## config.mk

```make
export PLATFORM = sky130hd
export DESIGN_NAME = numeric_literal_scanner
export DESIGN_NICKNAME = d
export VERILOG_FILES = /design/src/nls_pkg.sv /design/src/numeric_literal_scanner.sv /design/src/nls_front.sv /design/src/nls_queue.sv /design/src/nls_back.sv
export SDC_FILE = /design/constraint.sdc
export NUM_CORES = 1
export LEC_CHECK = 0
export ABC_AREA = 1
export BUFFER_PORTS_ARGS = -buffer_cell sky130_fd_sc_hd__buf_2
export CELL_PAD_IN_SITES_DETAIL_PLACEMENT = 1
export CELL_PAD_IN_SITES_GLOBAL_PLACEMENT = 1
export CORE_MARGIN = 4
export CORE_UTILIZATION = 39
export CTS_CLUSTER_DIAMETER = 30
export DETAILED_ROUTE_END_ITERATION = 12
export PLACE_DENSITY_LB_ADDON = 0.08
export SLEW_MARGIN = 30
export SYNTH_ARGS = -nofsm -noshare
export SYNTH_HDL_FRONTEND = slang
export SYNTH_SLANG_ARGS = --single-unit
```

## constraint.sdc

```tcl
create_clock -name clock -period 2.8 [get_ports clock]
set_input_delay 0.14 -clock clock [delete_from_list [all_inputs] [get_ports clock]]
set_output_delay 0.14 -clock clock [all_outputs]
set_load 0.02 [all_outputs]
```

## src/nls_pkg.sv

```systemverilog
// Shared types and constants for the numeric literal scanner.
// No dependencies; used by every module of the block.
package nls_pkg;

   // Request and response payloads
   typedef struct packed {
      logic [20:0] character;
      logic        end_of_text;
   } req_payload_type;

   typedef struct packed {
      logic [1:0] status;
      logic [7:0] literal_length;
      logic       took_current;
      logic       dot_returned;
   } rsp_payload_type;

   // Character classes produced by the front end, carried through the queue
   typedef struct packed {
      logic zero;      // '0'
      logic bin;       // '0'..'1'
      logic oct;       // '0'..'7'
      logic dec;       // '0'..'9'
      logic hex;       // 0-9, a-f, A-F
      logic alpha;     // a-z, A-Z
      logic pfx_hex;   // x X
      logic pfx_bin;   // b B
      logic pfx_oct;   // o O
      logic dot;       // '.'
      logic expo;      // e E
      logic sign;      // + -
      logic suffix;    // f d L
   } class_type;

   // Status codes
   localparam logic [1:0] STATUS_OK       = 2'd0;
   localparam logic [1:0] STATUS_INVALID  = 2'd1;
   localparam logic [1:0] STATUS_TOO_LONG = 2'd2;

   // Queue between front and back end
   localparam int QUEUE_DEPTH = 2;

   // Character codes
   localparam logic [20:0] CH_0     = 21'h30;
   localparam logic [20:0] CH_1     = 21'h31;
   localparam logic [20:0] CH_7     = 21'h37;
   localparam logic [20:0] CH_9     = 21'h39;
   localparam logic [20:0] CH_LC_A  = 21'h61;
   localparam logic [20:0] CH_LC_F  = 21'h66;
   localparam logic [20:0] CH_LC_Z  = 21'h7A;
   localparam logic [20:0] CH_UC_A  = 21'h41;
   localparam logic [20:0] CH_UC_F  = 21'h46;
   localparam logic [20:0] CH_UC_Z  = 21'h5A;
   localparam logic [20:0] CH_LC_X  = 21'h78;
   localparam logic [20:0] CH_UC_X  = 21'h58;
   localparam logic [20:0] CH_LC_B  = 21'h62;
   localparam logic [20:0] CH_UC_B  = 21'h42;
   localparam logic [20:0] CH_LC_O  = 21'h6F;
   localparam logic [20:0] CH_UC_O  = 21'h4F;
   localparam logic [20:0] CH_DOT   = 21'h2E;
   localparam logic [20:0] CH_LC_E  = 21'h65;
   localparam logic [20:0] CH_UC_E  = 21'h45;
   localparam logic [20:0] CH_PLUS  = 21'h2B;
   localparam logic [20:0] CH_MINUS = 21'h2D;
   localparam logic [20:0] CH_LC_D  = 21'h64;
   localparam logic [20:0] CH_UC_L  = 21'h4C;

endpackage

```

## src/numeric_literal_scanner.sv

```systemverilog
// Numeric literal scanner, top level: front classifier, queue, back state machine.
// Depends on nls_pkg, nls_front, nls_queue and nls_back.
// Throughput: one character per cycle, set by the back end's one-step state machine,
// unless a stalled response holds it. A closing request is registered into the queue,
// then passes through the state machine into the response register.
// Reset: synchronous; empties the queue, returns the scanner to idle, drops any response.
module numeric_literal_scanner #(
   parameter int MAX_LENGTH = 255
) (
   input  logic                     clock,
   input  logic                     reset,
   input  logic                     req_valid,
   output logic                     req_stall,
   input  nls_pkg::req_payload_type req_data,
   output logic                     rsp_valid,
   input  logic                     rsp_stall,
   output nls_pkg::rsp_payload_type rsp_data
);

   nls_pkg::class_type req_class;
   nls_pkg::class_type q_head;
   logic               q_full;
   logic               q_valid;
   logic               q_pop;
   logic               q_push;

   // Queue full stalls the request side
   assign req_stall = q_full;
   assign q_push    = req_valid && !q_full;

   nls_front u_front (
      .req_data (req_data),
      .cls      (req_class)
   );

   nls_queue u_queue (
      .clock     (clock),
      .reset     (reset),
      .push      (q_push),
      .push_data (req_class),
      .full      (q_full),
      .pop       (q_pop),
      .not_empty (q_valid),
      .head      (q_head)
   );

   nls_back #(
      .MAX_LENGTH (MAX_LENGTH)
   ) u_back (
      .clock     (clock),
      .reset     (reset),
      .q_valid   (q_valid),
      .q_head    (q_head),
      .q_pop     (q_pop),
      .rsp_valid (rsp_valid),
      .rsp_stall (rsp_stall),
      .rsp_data  (rsp_data)
   );

endmodule

```

## src/nls_front.sv

```systemverilog
// Front end of the numeric literal scanner: classifies each request character.
// Depends on nls_pkg.
module nls_front (
   input  nls_pkg::req_payload_type req_data,
   output nls_pkg::class_type       cls
);

   logic [20:0] c;
   logic        live;

   assign c    = req_data.character;
   assign live = !req_data.end_of_text;

   // End of text matches no class at all
   always_comb begin
      cls.dec     = live && c >= nls_pkg::CH_0 && c <= nls_pkg::CH_9;
      cls.zero    = live && c == nls_pkg::CH_0;
      cls.bin     = live && (c == nls_pkg::CH_0 || c == nls_pkg::CH_1);
      cls.oct     = live && c >= nls_pkg::CH_0 && c <= nls_pkg::CH_7;
      cls.hex     = cls.dec
                    || (live && c >= nls_pkg::CH_LC_A && c <= nls_pkg::CH_LC_F)
                    || (live && c >= nls_pkg::CH_UC_A && c <= nls_pkg::CH_UC_F);
      cls.alpha   = (live && c >= nls_pkg::CH_LC_A && c <= nls_pkg::CH_LC_Z)
                    || (live && c >= nls_pkg::CH_UC_A && c <= nls_pkg::CH_UC_Z);
      cls.pfx_hex = live && (c == nls_pkg::CH_LC_X || c == nls_pkg::CH_UC_X);
      cls.pfx_bin = live && (c == nls_pkg::CH_LC_B || c == nls_pkg::CH_UC_B);
      cls.pfx_oct = live && (c == nls_pkg::CH_LC_O || c == nls_pkg::CH_UC_O);
      cls.dot     = live && c == nls_pkg::CH_DOT;
      cls.expo    = live && (c == nls_pkg::CH_LC_E || c == nls_pkg::CH_UC_E);
      cls.sign    = live && (c == nls_pkg::CH_PLUS || c == nls_pkg::CH_MINUS);
      cls.suffix  = live && (c == nls_pkg::CH_LC_F || c == nls_pkg::CH_LC_D
                             || c == nls_pkg::CH_UC_L);
   end

endmodule

```

## src/nls_queue.sv

```systemverilog
// Short queue of classified characters between front and back end.
// Depends on nls_pkg.
module nls_queue (
   input  logic               clock,
   input  logic               reset,
   input  logic               push,
   input  nls_pkg::class_type push_data,
   output logic               full,
   input  logic               pop,
   output logic               not_empty,
   output nls_pkg::class_type head
);

   localparam int PW = (nls_pkg::QUEUE_DEPTH > 1) ? $clog2(nls_pkg::QUEUE_DEPTH) : 1;
   localparam int CW = $clog2(nls_pkg::QUEUE_DEPTH + 1);
   localparam logic [CW-1:0] DEPTH_C = CW'(nls_pkg::QUEUE_DEPTH);
   localparam logic [PW-1:0] LAST_C  = PW'(nls_pkg::QUEUE_DEPTH - 1);

   nls_pkg::class_type slot_ff [nls_pkg::QUEUE_DEPTH];
   logic [PW-1:0] wr_ptr_ff, wr_ptr_in;
   logic [PW-1:0] rd_ptr_ff, rd_ptr_in;
   logic [CW-1:0] count_ff, count_in;

   assign full      = count_ff == DEPTH_C;
   assign not_empty = count_ff != '0;
   assign head      = slot_ff[rd_ptr_ff];

   // Pointer and fill count update
   always_comb begin
      wr_ptr_in = wr_ptr_ff;
      rd_ptr_in = rd_ptr_ff;
      count_in  = count_ff;
      if (push) begin
         wr_ptr_in = (wr_ptr_ff == LAST_C) ? '0 : wr_ptr_ff + PW'(1);
      end
      if (pop) begin
         rd_ptr_in = (rd_ptr_ff == LAST_C) ? '0 : rd_ptr_ff + PW'(1);
      end
      if (push && !pop) begin
         count_in = count_ff + CW'(1);
      end else if (pop && !push) begin
         count_in = count_ff - CW'(1);
      end
   end

   always_ff @(posedge clock) begin
      if (reset) begin
         wr_ptr_ff <= '0;
         rd_ptr_ff <= '0;
         count_ff  <= '0;
      end else begin
         wr_ptr_ff <= wr_ptr_in;
         rd_ptr_ff <= rd_ptr_in;
         count_ff  <= count_in;
      end
   end

   // Storage
   always_ff @(posedge clock) begin
      if (push) begin
         slot_ff[wr_ptr_ff] <= push_data;
      end
   end

endmodule

```

## src/nls_back.sv

```systemverilog
// Back end of the numeric literal scanner: scan state machine and response register.
// Depends on nls_pkg.
module nls_back #(
   parameter int MAX_LENGTH = 255
) (
   input  logic                     clock,
   input  logic                     reset,
   input  logic                     q_valid,
   input  nls_pkg::class_type       q_head,
   output logic                     q_pop,
   output logic                     rsp_valid,
   input  logic                     rsp_stall,
   output nls_pkg::rsp_payload_type rsp_data
);

   localparam int CW = $clog2(MAX_LENGTH + 2);
   localparam logic [CW-1:0] LIMIT_C = CW'(MAX_LENGTH + 1);
   localparam logic [CW-1:0] MAX_C   = CW'(MAX_LENGTH);

   typedef enum logic [3:0] {
      PH_IDLE, PH_ZERO, PH_INT, PH_DOT, PH_FRAC, PH_EXP_START,
      PH_EXP_SIGN, PH_EXP_DIGITS, PH_HEX, PH_BIN, PH_OCT
   } phase_type;

   phase_type       phase_ff, phase_in;
   logic            seen_ff, seen_in;
   logic [CW-1:0]   count_ff, count_in;
   logic            rsp_valid_ff, rsp_valid_in;
   nls_pkg::rsp_payload_type rsp_data_ff;

   nls_pkg::class_type k;
   logic [1:0]      inc;
   logic [CW:0]     count_sum;
   logic [CW-1:0]   count_sat;
   logic            emit;
   logic [1:0]      emit_status;
   logic            emit_took;
   logic            emit_dot;
   logic            do_int;
   logic            do_finish;
   logic            out_free;
   logic            fire;
   nls_pkg::rsp_payload_type rsp_next;

   assign k         = q_head;
   assign out_free  = !rsp_valid_ff || !rsp_stall;
   assign fire      = q_valid && (!emit || out_free);
   assign q_pop     = fire;
   assign rsp_valid = rsp_valid_ff;
   assign rsp_data  = rsp_data_ff;

   // Saturating character count after this step's take
   assign count_sum = {1'b0, count_ff} + (CW + 1)'(inc);
   assign count_sat = (count_sum > {1'b0, LIMIT_C}) ? LIMIT_C : count_sum[CW-1:0];

   // Scan transition for the head character
   always_comb begin
      phase_in    = phase_ff;
      seen_in     = seen_ff;
      inc         = 2'd0;
      emit        = 1'b0;
      emit_status = nls_pkg::STATUS_OK;
      emit_took   = 1'b0;
      emit_dot    = 1'b0;
      do_int      = 1'b0;
      do_finish   = 1'b0;

      unique case (phase_ff)
         PH_IDLE: begin
            if (k.zero) begin
               inc      = 2'd1;
               seen_in  = 1'b1;
               phase_in = PH_ZERO;
            end else begin
               do_int = 1'b1;
            end
         end
         PH_ZERO: begin
            if (k.pfx_hex || k.pfx_bin || k.pfx_oct) begin
               inc      = 2'd1;
               seen_in  = 1'b0;
               phase_in = k.pfx_hex ? PH_HEX : (k.pfx_bin ? PH_BIN : PH_OCT);
            end else begin
               do_int = 1'b1;
            end
         end
         PH_INT: do_int = 1'b1;
         PH_DOT: begin
            if (k.dec) begin
               inc      = 2'd2;
               seen_in  = 1'b1;
               phase_in = PH_FRAC;
            end else begin
               // dot not followed by a digit is handed back
               emit        = 1'b1;
               emit_status = seen_ff ? nls_pkg::STATUS_OK : nls_pkg::STATUS_INVALID;
               emit_dot    = 1'b1;
            end
         end
         PH_FRAC: begin
            if (k.dec) begin
               inc = 2'd1;
            end else if (k.expo) begin
               inc      = 2'd1;
               phase_in = PH_EXP_START;
            end else begin
               do_finish = 1'b1;
            end
         end
         PH_EXP_START: begin
            if (k.sign) begin
               inc      = 2'd1;
               phase_in = PH_EXP_SIGN;
            end else if (k.dec) begin
               inc      = 2'd1;
               phase_in = PH_EXP_DIGITS;
            end else begin
               emit        = 1'b1;
               emit_status = nls_pkg::STATUS_INVALID;
            end
         end
         PH_EXP_SIGN: begin
            if (k.dec) begin
               inc      = 2'd1;
               phase_in = PH_EXP_DIGITS;
            end else begin
               emit        = 1'b1;
               emit_status = nls_pkg::STATUS_INVALID;
            end
         end
         PH_EXP_DIGITS: begin
            if (k.dec) begin
               inc = 2'd1;
            end else begin
               do_finish = 1'b1;
            end
         end
         PH_HEX: begin
            if (k.hex) begin
               inc     = 2'd1;
               seen_in = 1'b1;
            end else begin
               do_finish = 1'b1;
            end
         end
         PH_BIN: begin
            if (k.bin) begin
               inc     = 2'd1;
               seen_in = 1'b1;
            end else if (k.dec) begin
               emit        = 1'b1;
               emit_status = nls_pkg::STATUS_INVALID;
            end else begin
               do_finish = 1'b1;
            end
         end
         PH_OCT: begin
            if (k.oct) begin
               inc     = 2'd1;
               seen_in = 1'b1;
            end else if (k.dec) begin
               emit        = 1'b1;
               emit_status = nls_pkg::STATUS_INVALID;
            end else begin
               do_finish = 1'b1;
            end
         end
         default: begin
            phase_in = PH_IDLE;
            seen_in  = 1'b0;
         end
      endcase

      // Integer digits, dot or exponent start; anything else ends the body
      if (do_int) begin
         if (k.dec) begin
            inc      = 2'd1;
            seen_in  = 1'b1;
            phase_in = PH_INT;
         end else if (k.dot) begin
            phase_in = PH_DOT;
         end else if (k.expo && seen_ff) begin
            inc      = 2'd1;
            phase_in = PH_EXP_START;
         end else begin
            do_finish = 1'b1;
         end
      end

      // Body ended: check digits and an optional suffix
      if (do_finish) begin
         emit = 1'b1;
         if (!seen_ff) begin
            emit_status = nls_pkg::STATUS_INVALID;
         end else if (k.alpha) begin
            if (k.suffix) begin
               inc       = 2'd1;
               emit_took = 1'b1;
            end else begin
               emit_status = nls_pkg::STATUS_INVALID;
            end
         end
      end
   end

   // Response fields; overlong valid literal turns into too long
   always_comb begin
      rsp_next.status         = emit_status;
      rsp_next.literal_length = 8'd0;
      rsp_next.took_current   = emit_took;
      rsp_next.dot_returned   = emit_dot;
      if (emit_status == nls_pkg::STATUS_OK) begin
         if (count_sat > MAX_C) begin
            rsp_next.status = nls_pkg::STATUS_TOO_LONG;
         end else begin
            rsp_next.literal_length = 8'(count_sat);
         end
      end
   end

   always_comb begin
      count_in = count_ff;
      if (fire) begin
         count_in = emit ? '0 : count_sat;
      end
      rsp_valid_in = rsp_valid_ff && rsp_stall;
      if (fire && emit) begin
         rsp_valid_in = 1'b1;
      end
   end

   // State and response register
   always_ff @(posedge clock) begin
      if (reset) begin
         phase_ff     <= PH_IDLE;
         seen_ff      <= 1'b0;
         count_ff     <= '0;
         rsp_valid_ff <= 1'b0;
      end else begin
         count_ff     <= count_in;
         rsp_valid_ff <= rsp_valid_in;
         if (fire) begin
            phase_ff <= emit ? PH_IDLE : phase_in;
            seen_ff  <= emit ? 1'b0 : seen_in;
         end
         if (fire && emit) begin
            rsp_data_ff <= rsp_next;
         end
      end
   end

   // Checks
   a_count_bound: assert property (@(posedge clock) disable iff (reset)
      count_ff <= LIMIT_C)
      else $error("character count above limit");

   a_idle_clean: assert property (@(posedge clock) disable iff (reset)
      phase_ff == PH_IDLE |-> (count_ff == '0 && !seen_ff))
      else $error("idle phase with leftover count or digit flag");

   // An overlong literal may still have taken its suffix
   a_took_ok: assert property (@(posedge clock) disable iff (reset)
      rsp_valid_ff && rsp_data_ff.status != nls_pkg::STATUS_OK |->
         (rsp_data_ff.literal_length == 8'd0 &&
          (rsp_data_ff.status == nls_pkg::STATUS_TOO_LONG || !rsp_data_ff.took_current)))
      else $error("failed literal reports length, or invalid one a taken suffix");

   a_took_dot: assert property (@(posedge clock) disable iff (reset)
      rsp_valid_ff |-> !(rsp_data_ff.took_current && rsp_data_ff.dot_returned))
      else $error("suffix taken while dot returned");

   a_hold_stalled: assert property (@(posedge clock) disable iff (reset)
      rsp_valid_ff && rsp_stall && q_valid && emit |=> !$past(fire))
      else $error("response overwritten while stalled");

endmodule

```

==> results.py, run 1 <==
metrics = {
    "status": {
        "run_status": "complete, but fails checks",
        "violations": "setup timing",
    },
    "global_routing": {
        "grt_start_max_net_pins": 18,
        "grt_antenna_before_repair": 0,
        "grt_pass1_vias": 4435,
        "grt_util_all_layers_pct": 26.02,
        "wire_length_of_the_first_global_routing_pass_um": 22660,
        "grt_overflow_total": 0,
    },
    "worst_hold_path": {
        "hold_path_startpoint": "rsp_stall",
        "holdPathEnd": "u_back.rsp_valid",
        "min_delay_path_depth": 3,
        "hold_class": "in -> reg",
    },
    "floorplan": {
        "core_area_sq_um": 9240,
        "die_width_um": 105.5,
        "start_util_pct": 40.12,
        "boundaryPins": 40,
        "fp-row-count": 35,
        "dieArea_sq_um": 11130,
        "vertical_die_dimension_um": 105.5,
    },
    "synthesis": {
        "synth-edff-count": 38,
        "number_of_instances_in_the_synthesized_netlist": 513,
        "synth_flop_cell": "edfxtp_1",
        "yosysTopAreaCell": "edfxtp_1",
        "postSynthRegisterBits": 58,
        "post-synth-top-count-cell": "nand2_1",
        "synth.area.top_cells": "edfxtp_1 (31%), nand2_1 (13%), dfxtp_1 (11%), nand3_1 (9.2%), nor2_1 (7.2%)",
        "synth_nets": 543,
        "synthesis.area_per_instance_sq_um": 7.227,
        "synth_commonest_cells": "nand2_1 (127), nor2_1 (71), nand3_1 (68)",
        "async_reset_ff_share_pct": 0,
        "yosys_warnings": 0,
        "synth_cell_type_count": 45,
        "synth-seq-area-share_pct": 41.58,
        "synthDominantCellAreaShare_pct": 30.78,
        "netlist_area_before_placement_sq_um": 3707,
    },
    "clock_network": {
        "cts.hold.buffers_added": 0,
        "htreeDepth": 3,
        "cts.sink_count": 58,
        "clock_insertion_delay_at_the_later_pin_of_the_skew_report_ns": 0.36,
        "cts_buffer_depth": 2,
        "path_clk_slew_ns": 0.07,
        "numCtsBuffers": 9,
        "tritoncts": "done",
        "cts_root_buffer": "clkbuf_8",
    },
    "timing": {
        "fin_crit_ns": 3.594,
        "whs_ns": 0.1013,
        "worst_slew_slack_as_a_fraction_of_its_limit_pct": 28.99,
        "clock-skew-final_ns": 0.02271,
        "max_slew.worst_pin.slew_ns": 1.038,
        "timing.final.ws_setup_ns": -0.7938,
        "timing.final.setup_violations": 21,
        "drv_slew": 0,
        "fmax_ghz": 0.2783,
        "grt_setup_unrepaired": "yes",
        "timing.final.hold_violations": 0,
        "timing.final.crit_share_pct": 128.4,
    },
    "route": {
        "first_pass_iters": 5,
        "dr_drc_count": 0,
        "final_antenna_net_count": 0,
        "wl_cell_um": 22.10,
        "postRouteWirelength_um": 17610,
        "detailedRoute.firstIterationViolations": 252,
        "routed_vias": 4491,
        "avgViaCountPerCell": 5.635,
    },
    "place": {
        "dpl_worst_slack_ns": -0.5001,
        "place.port_buffers": 39,
        "hpwl_um": 9074,
        "routabilityCongestion": 0.9001,
    },
    "power_and_ir_drop": {
        "leakage_nw": 2.562,
        "p_per_area_nw_per_um2": 950.1,
        "total_power_mw": 5.342,
        "ir_worst_vdd_uv": 332.3,
    },
    "layout": {
        "drive_above_1_share_pct": 42.88,
        "layout.core_utilization_pct": 60.85,
        "areaGrowthSynthToFinish_pct": 51.67,
        "final_nets": 692,
    },
    "worst_setup_path": {
        "crit-reg2reg-capture": "u_back.rsp_data[5]",
        "timing.reg2reg.setup_slack_ns": -0.79,
        "worst-setup-path-type": "reg -> reg",
        "worstSetupStartpointType": "flip-flop",
        "critical_path_arrival_ns": 3.70,
        "worst_ep_required_time_ns": 2.91,
        "timing.reg2reg.worst_path_depth": 24,
        "critical_path.max_fanout": 7,
        "setup.worst_path.end_class": "flip-flop",
    },
    "flow_run": {
        "cap_violations": 0,
    },
}
[state kept, by name, summed over array words and instances (netlist names), named ones only]
register	flops
u_back.count_ff	9
u_back.phase_ff	4
u_back.rsp_data	12
u_back.rsp_valid	1
u_back.seen_ff	1
u_queue.count_ff	2
u_queue.rd_ptr_ff	1
u_queue.slot_ff	26
u_queue.wr_ptr_ff	1
[power breakdown]
group          switching (mW)  total [mW]  internal, mW
sequential              0.126        1.23          1.10
combinational            2.04        3.37          1.33
clock                   0.377       0.749         0.372
total                    2.55        5.34          2.80
[routing by layer]
| layer | track usage (%) | routed length (um) |
|---|---|---|
| met5 | 0 | 0 |
| met4 | 13.41 | 1222 |
| met3 | 4.042 | 915 |
| met2 | 45.77 | 8723 |
| met1 | 30.52 | 6749 |
[critical path, stage by stage (launching register included)]
cell and delay (ns):
dfxtp_4 0.41, inv_6 0.06, nand2_1 0.11, nand2_2 0.08, nor2_4 0.14, buf_4 0.13, buf_4 0.11, nand2_1 0.06
nand2_1 0.11, nand2_1 0.14, nor4_4 0.24, nand2_1 0.16, ha_2 0.22, buf_4 0.14, nand3_1 0.19, nand2_2 0.14
nand3_1 0.13, nand2_1 0.09, nand2_1 0.17, nor2_2 0.06, nand3_2 0.09, nand2_4 0.10, buf_12 0.16, nand2_1 0.07
nor2_2 0.04
[how the worst max path moves through the flow]
stage                              end       from  slack [ns]  depth (start not counted)
floorplan           u_back.rsp_data[7]  flip-flop       -0.14                         22
global placement    u_back.rsp_data[7]  flip-flop       -0.34                         20
detailed placement  u_back.rsp_data[7]  flip-flop       -0.50                         20
CTS                 u_back.rsp_data[7]  flip-flop       -0.27                         20
global route        u_back.count_ff[5]  flip-flop       -0.87                         24
finish              u_back.rsp_data[5]  flip-flop       -0.79                         24
[metrics by stage]
stage	TNS, ns	area [sq um]	cells
3_3_place_gp	-5.270	4498	733
5_1_grt	-15.03	5620	796
4_1_cts	-4.565	5107	783
6_report	-12.98	5623	797
3_5_place_dp	-7.643	4501	733
2_1_floorplan	-1.678	3741	513
[repair_timing]
action / CTS / global route
resized for setup: 56 / 97
setup buffers: 35 / 16
endpoints found under the setup margin: 18 / 22
gates cloned: 0 / 1
pin swaps: 23 / 32
[area by class of cell]
type | instances | area [sq um]
antenna | 1 | 2.502
clock buffer | 13 | 160.2
clock inverter | 3 | 15.01
fill | 1150 | 3617
inverter | 69 | 271.5
multi-input combinational | 375 | 2280
sequential | 58 | 1551
tap | 129 | 161.4
timing repair buffer | 149 | 1181
[cells in the final DEF, fill, tap and decap left out, drive strengths merged]
master and instances:
clkbuf 14, xor2 2, or4 1, o21bai 1
nand3 71, clkinv 4, a31oi 1, nand2 140
xnor2 1, nand4 9, diode 1, buf 148
nor2 73, dfxtp 20, a2111oi 1, fa 1
nand3b 2, o211ai 1, edfxtp 38, o21ai 20
inv 68, nor3 9, nor4 4, ha 3
o41ai 1, or2 4, and2 1, a311oi 1
o32ai 1, a21oi 26, o31ai 1
[cells by family (layout without fill, tap and decap cells)]
kind of cell    count (synthesis)  after routing  share of synthesized area [%]
other cells                     0              1                              0
flops                          58             58                          41.58
compound gates                 54             54                          8.134
simple gates                  314            314                          38.27
buf+inv                        80            234                          9.753
fa+ha+maj                       4              4                          1.553
xor+xnor                        3              3                         0.7089
Note: power is estimated with default switching activity, not from simulation.
==> run 2, diff against run 1 <==
--- a/config.mk
+++ b/config.mk
@@ -9,6 +9,7 @@
 export BUFFER_PORTS_ARGS = -buffer_cell sky130_fd_sc_hd__buf_2
 export CELL_PAD_IN_SITES_DETAIL_PLACEMENT = 1
 export CELL_PAD_IN_SITES_GLOBAL_PLACEMENT = 1
+export CORE_ASPECT_RATIO = 0.75
 export CORE_MARGIN = 4
 export CORE_UTILIZATION = 39
 export CTS_CLUSTER_DIAMETER = 30
==> results.py, run 2 (synthesis results as in run 1) <==
metrics = {
    "worst_setup_path": {
        "critical_path_arrival_ns": 3.57,
        "worst-setup-path-type": "reg -> reg",
        "timing.reg2reg.setup_slack_ns": -0.58,
        "worstSetupEndpoint": "u_back.rsp_data[2]",
        "timing.reg2reg.worst_path_depth": 21,
        "worst_ep_required_time_ns": 2.99,
        "worstSetupStartpointType": "flip-flop",
        "crit-reg2reg-capture": "u_back.rsp_data[2]",
        "setup.worst_path.end_class": "flip-flop",
        "critical_path.max_fanout": 8,
    },
    "route": {
        "detailedRoute.firstIterationViolations": 464,
        "avgViaCountPerCell": 5.614,
        "dr_drc_count": 0,
        "postRouteWirelength_um": 17630,
        "routed_vias": 4491,
        "first_pass_iters": 5,
        "final_antenna_net_count": 0,
        "wl_cell_um": 22.04,
    },
    "floorplan": {
        "vertical_die_dimension_um": 92.44,
        "boundaryPins": 40,
        "start_util_pct": 40.48,
        "fp-row-count": 30,
        "dieArea_sq_um": 11150,
        "core_area_sq_um": 9159,
        "die_width_um": 120.6,
    },
    "worst_hold_path": {
        "hold_class": "in -> reg",
    },
    "timing": {
        "drv_slew": 0,
        "clock-skew-final_ns": 0.007472,
        "timing.final.ws_setup_ns": -0.5849,
        "fin_tns_setup_ns": -10.36,
        "max_slew.worst_pin.slew_ns": 0.7735,
        "worst_slew_slack_as_a_fraction_of_its_limit_pct": 48.38,
        "timing.final.setup_violations": 21,
        "fin_crit_ns": 3.385,
        "timing.final.crit_share_pct": 120.9,
        "fmax_ghz": 0.2954,
        "whs_ns": 0.1342,
        "grt_setup_unrepaired": "yes",
        "timing.final.hold_violations": 0,
    },
    "status": {
        "run_status": "complete, but fails checks",
        "violations": "setup timing",
    },
    "layout": {
        "final_cell_mix": "nand2_1 (105), buf_4 (99), inv_1 (57)",
        "max_flop_register": "u_queue.slot_ff",
        "layout.core_utilization_pct": 61.07,
        "largest_register_ffs": 26,
        "final_nets": 697,
        "antenna_cells": 0,
        "fillers": 1169,
        "layout.cells.most_common": "nand2_1",
        "drive_above_1_share_pct": 42.71,
        "multi_input_comb_area_sq_um": 2222,
        "seq_area_sq_um": 1548,
        "final_cell_area_sq_um": 5593,
        "areaGrowthSynthToFinish_pct": 50.86,
    },
    "clock_network": {
        "cts.hold.buffers_added": 0,
        "numCtsBuffers": 9,
        "cts_buffer_depth": 2,
        "path_clk_slew_ns": 0.06,
        "cts_root_buffer": "clkbuf_16",
        "tritoncts": "done",
        "htreeDepth": 3,
        "clock_insertion_delay_at_the_later_pin_of_the_skew_report_ns": 0.34,
        "cts.sink_count": 58,
    },
    "global_routing": {
        "grt_overflow_total": 0,
        "wire_length_of_the_first_global_routing_pass_um": 23580,
        "grt_antenna_before_repair": 0,
        "grt_start_max_net_pins": 18,
        "grt_pass1_vias": 4410,
        "grt_util_all_layers_pct": 27.39,
    },
    "place": {
        "routabilityCongestion": 0.9016,
        "hpwl_um": 9858,
        "dpl_cell_area_sq_um": 4534,
        "place.port_buffers": 39,
    },
    "power_and_ir_drop": {
        "p_per_area_nw_per_um2": 981.5,
        "cellInternalPower_mw": 2.945,
        "switching_share_pct": 46.36,
        "seqPwrFrac_pct": 22.4,
        "combPwrFrac_pct": 58.7,
        "ir_worst_vdd_uv": 473.7,
        "net-switching-power_mw": 2.545,
        "clkPwrFrac_pct": 18.9,
        "leakage_nw": 2.524,
        "total_power_mw": 5.490,
    },
    "flow_run": {
        "cap_violations": 0,
    },
}
==> run 2: power by group through the flow <==
| stage | Clock, mW | Sequential [mW] | Combinational [mW] |
|---|---|---|---|
| final | 1.04 | 1.23 | 3.22 |
| after global routing | 1.09 | 1.24 | 3.38 |
| after CTS | 1.01 | 1.21 | 2.45 |
| after detailed placement | 0 | 1.20 | 2.11 |
| after global placement | 0 | 1.20 | 2.04 |
| after floorplan | 0 | 1.19 | 1.30 |
==> run 2: cell type report <==
| class | count | area share (%) |
|---|---|---|
| Timing Repair Buffer | 152 | 19.82 |
| Clock buffer | 10 | 4.094 |
| Multi-Input combinational cell | 376 | 39.73 |
| Sequential cell | 58 | 27.67 |
| Tap cell | 128 | 2.864 |
| Timing Repair inverter | 1 | 0.2013 |
| Inverter | 69 | 4.855 |
| Clock inverter | 6 | 0.7606 |
==> run 2: what timing repair did <==
item / in CTS / in global routing
resized for setup: 55 / 73
buffers inserted: 34 / 12
endpoints found under the setup margin: 18 / 22
pin swaps: 24 / 33
gates cloned: 2 / 0
==> run 2: through the flow <==
| stage | worst slack [ns] | std cells |
|---|---|---|
| after detailed placement | -0.5131 | 738 |
| after global placement | -0.2594 | 738 |
| after CTS | -0.2677 | 790 |
| after floorplan | -0.1447 | 513 |
| after global routing | -0.7172 | 800 |
| final | -0.5849 | 800 |
==> run 2: worst min-delay path by stage <==
stage,from,end,slack [ns],cells after the start
floorplan,rsp_stall,u_back.rsp_valid,0.30,2
global placement,rsp_stall,u_back.rsp_valid,0.42,3
detailed placement,rsp_stall,u_back.rsp_valid,0.45,3
CTS,rsp_stall,u_back.rsp_valid,0.1,3
global route,rsp_stall,u_back.rsp_valid,0.15,3
finish,rsp_stall,u_back.rsp_valid,0.13,3
==> run 2: worst max-delay path, stage by stage (launching register included) <==
cell and delay [ns]:
dfxtp_4 0.43, inv_8 0.06, nand2_2 0.07, nand2_2 0.08, nor2_4 0.18, buf_4 0.15
nand2_1 0.06, nand2_1 0.11, nand2_1 0.08, nor4_2 0.33, nand2_2 0.12, ha_4 0.20
inv_4 0.07, fa_2 0.27, inv_2 0.07, nand3_2 0.10, nor2_2 0.05, xnor2_1 0.18
nand2_2 0.14, inv_4 0.09, nand3_4 0.17, nor2_1 0.20
==> run 2: layer usage <==
| metal | wire, um | share of wire (%) | global-route usage [%] | vias to the layer above |
|---|---|---|---|---|
| li1 | - | - | - | 2002 |
| met1 | 7225 | 41 | 35.52 | 2198 |
| met2 | 8423 | 48 | 45.19 | 226 |
| met3 | 1278 | 7.2 | 5.800 | 65 |
| met4 | 702 | 4.0 | 9.906 | 0 |
| met5 | 0 | 0 | 0 | - |
==> run 3, diff against run 2 <==
--- a/config.mk
+++ b/config.mk
@@ -10,11 +10,12 @@
 export CELL_PAD_IN_SITES_DETAIL_PLACEMENT = 1
 export CELL_PAD_IN_SITES_GLOBAL_PLACEMENT = 1
 export CORE_ASPECT_RATIO = 0.75
-export CORE_MARGIN = 4
+export CORE_MARGIN = 2
 export CORE_UTILIZATION = 39
 export CTS_CLUSTER_DIAMETER = 30
 export DETAILED_ROUTE_END_ITERATION = 12
 export PLACE_DENSITY_LB_ADDON = 0.08
+export RECOVER_POWER = 25
 export SLEW_MARGIN = 30
 export SYNTH_ARGS = -nofsm -noshare
 export SYNTH_HDL_FRONTEND = slang
==> results.py, run 3 (synthesis results as in run 1) <==
metrics = {
    "status": {
        "run_status": "complete, but fails checks",
        "violations": "setup timing",
    },
    "worst_setup_path": {
        "worstPathBufferInverterCount": 3,
        "worst-setup-path-type": "reg -> reg",
        "critical_path.max_fanout": 10,
        "timing.reg2reg.worst_path_depth": 22,
        "setup.worst_path.end_class": "flip-flop",
        "worstSetupStartpointType": "flip-flop",
        "critical_path_cell_sequence": "buf_6, nand2_1, nand2_1, nor2_1, nor2_2, nand2_4, nand2_2, o21ai_2, nor4_2, nand2_1, ha_2, inv_2, fa_2, inv_2, nand3_1, nand2_2, nand3_1, nor2_2, nand3_4, nand2_4, nand2_2, nor2_4",
        "cpMaxStageDelayCell": "fa_2",
        "timing.reg2reg.setup_slack_ns": -0.57,
        "critical_path_arrival_ns": 3.55,
        "worst_ep_required_time_ns": 2.99,
        "critical-path-max-stage-delay_ns": 0.38,
        "crit-reg2reg-capture": "u_back.rsp_data[6]",
        "cp_top_family": "simple AND/OR/NAND/NOR gates",
    },
    "clock_network": {
        "clock_insertion_delay_at_the_later_pin_of_the_skew_report_ns": 0.34,
        "htreeDepth": 3,
        "tritoncts": "done",
        "cts.sink_count": 58,
        "cts_buffer_depth": 2,
        "numCtsBuffers": 9,
        "path_clk_slew_ns": 0.05,
        "cts_root_buffer": "clkbuf_16",
    },
    "layout": {
        "fillers": 1164,
        "layout.core_utilization_pct": 59.10,
        "largest_register_ffs": 26,
        "areaGrowthSynthToFinish_pct": 46.00,
        "multi_input_comb_area_sq_um": 2150,
        "layout.cells.most_common": "nand2_1",
        "seq_area_sq_um": 1550,
        "drive_above_1_share_pct": 36.68,
        "max_flop_register": "u_queue.slot_ff",
        "instances_no_fill": 785,
        "final_cell_mix": "nand2_1 (111), buf_4 (85), inv_1 (58)",
        "antenna_cells": 0,
        "final_nets": 682,
    },
    "power_and_ir_drop": {
        "switching_share_pct": 43.28,
        "ir_worst_vdd_uv": 411.7,
        "net-switching-power_mw": 2.184,
        "p_per_area_nw_per_um2": 932.5,
        "cellInternalPower_mw": 2.863,
        "clkPwrFrac_pct": 22.0,
        "seqPwrFrac_pct": 24.0,
        "leakage_nw": 2.432,
        "combPwrFrac_pct": 54.0,
    },
    "timing": {
        "grt_setup_unrepaired": "yes",
        "worst_slew_slack_as_a_fraction_of_its_limit_pct": 46.20,
        "drv_slew": 0,
        "max_slew.worst_pin.slew_ns": 0.8062,
        "timing.final.ws_setup_ns": -0.5656,
        "timing.final.crit_share_pct": 120.2,
        "clock-skew-final_ns": 0.009504,
        "timing.final.setup_violations": 20,
        "fin_crit_ns": 3.366,
        "timing.final.hold_violations": 0,
        "fmax_ghz": 0.2971,
    },
    "route": {
        "wl_cell_um": 19.29,
        "avgViaCountPerCell": 5.389,
        "final_antenna_net_count": 0,
        "postRouteWirelength_um": 15140,
        "dr_drc_count": 0,
        "detailedRoute.firstIterationViolations": 252,
        "routed_vias": 4230,
        "first_pass_iters": 6,
    },
    "place": {
        "routabilityCongestion": 0.9341,
        "place.port_buffers": 39,
        "hpwl_um": 9763,
        "placedCellCount": 738,
    },
    "worst_hold_path": {
        "hold_path_startpoint": "rsp_stall",
        "holdPathEnd": "u_back.rsp_valid",
        "hold_class": "in -> reg",
        "min_delay_path_depth": 3,
    },
    "floorplan": {
        "vertical_die_dimension_um": 88.44,
        "start_util_pct": 40.48,
        "die_width_um": 116.6,
        "dieArea_sq_um": 10310,
        "core_area_sq_um": 9159,
        "boundaryPins": 40,
        "fp-row-count": 30,
    },
    "flow_run": {
        "cap_violations": 0,
    },
    "global_routing": {
        "grt_pass1_vias": 4344,
        "grt_util_all_layers_pct": 28.77,
        "wire_length_of_the_first_global_routing_pass_um": 22130,
        "grt_overflow_total": 0,
        "grt_start_max_net_pins": 18,
        "grt_antenna_before_repair": 0,
    },
}
## run 3: worst max-delay path by stage
stage | startpoint | to | slack, ns | cells after the start
after CTS | flip-flop | u_back.rsp_data[6] | -0.33 | 21
after global routing | flip-flop | u_back.rsp_data[6] | -0.70 | 21
after floorplan | flip-flop | u_back.rsp_data[7] | -0.14 | 22
final | flip-flop | u_back.rsp_data[6] | -0.57 | 22
after detailed placement | flip-flop | u_back.count_ff[1] | -0.53 | 21
after global placement | u_back.phase_ff[0] | u_back.rsp_data[3] | -0.34 | 19
## run 3: area by class of cell
| cell class | count | share of cell area, % |
|---|---|---|
| repair buffers | 138 | 18.15 |
| inverters | 69 | 4.924 |
| multi-input cells | 376 | 39.71 |
| flip-flops and latches | 58 | 28.64 |
| well taps | 128 | 2.959 |
| clock buffers | 15 | 5.525 |
| clock inverters | 1 | 0.09246 |
## run 3: through the flow
| step | setup slack, ns | hold WS (ns) | cell area (sq um) | setup TNS [ns] | total power [mW] |
|---|---|---|---|---|---|
| 2_1_floorplan | -0.1447 | 0.3030 | 3741 | -1.678 | 2.485 |
| 3_3_place_gp | -0.3427 | 0.4252 | 4529 | -5.390 | 3.212 |
| 3_5_place_dp | -0.5304 | 0.4463 | 4534 | -8.089 | 3.307 |
| 4_1_cts | -0.3261 | 0.1007 | 5275 | -5.214 | 4.738 |
| 5_1_grt | -0.7042 | 0.1263 | 5413 | -12.28 | 5.293 |
| 6_report | -0.5656 | 0.1171 | 5413 | -9.033 | 5.047 |
## run 3: tightest hold or removal path: cells and delay by family
| kind | cells | cell delay, ns |
|---|---|---|
| buf+inv | 1 | 0.10 |
| simple gates | 1 | 0.08 |
| compound gates | 1 | 0.08 |
## run 3: power groups by stage
stage / sequential (mW) / clock, mW / combinational [mW]
after detailed placement: 1.20 / 0 / 2.11
after global routing: 1.23 / 1.15 / 2.92
after CTS: 1.20 / 1.11 / 2.43
final: 1.21 / 1.11 / 2.73
after global placement: 1.19 / 0 / 2.02
after floorplan: 1.19 / 0 / 1.30
## run 3: layer usage
| metal | vias up | part of all wire (%) | track usage (%) |
|---|---|---|---|
| li1 | 1977 | - | - |
| met1 | 2057 | 42 | 36.72 |
| met2 | 151 | 48 | 48.31 |
| met3 | 45 | 6.2 | 7.123 |
| met4 | 0 | 3.6 | 9.519 |
| met5 | - | 0 | 0 |
## run 3: what timing repair did
item | CTS | global route
cloned | 1 | 0
hold buffers | 0 | 0
setup endpoints to repair | 19 | 20
pin swaps | 30 | 14
setup buffers | 23 | 7
gates resized for setup | 74 | 27
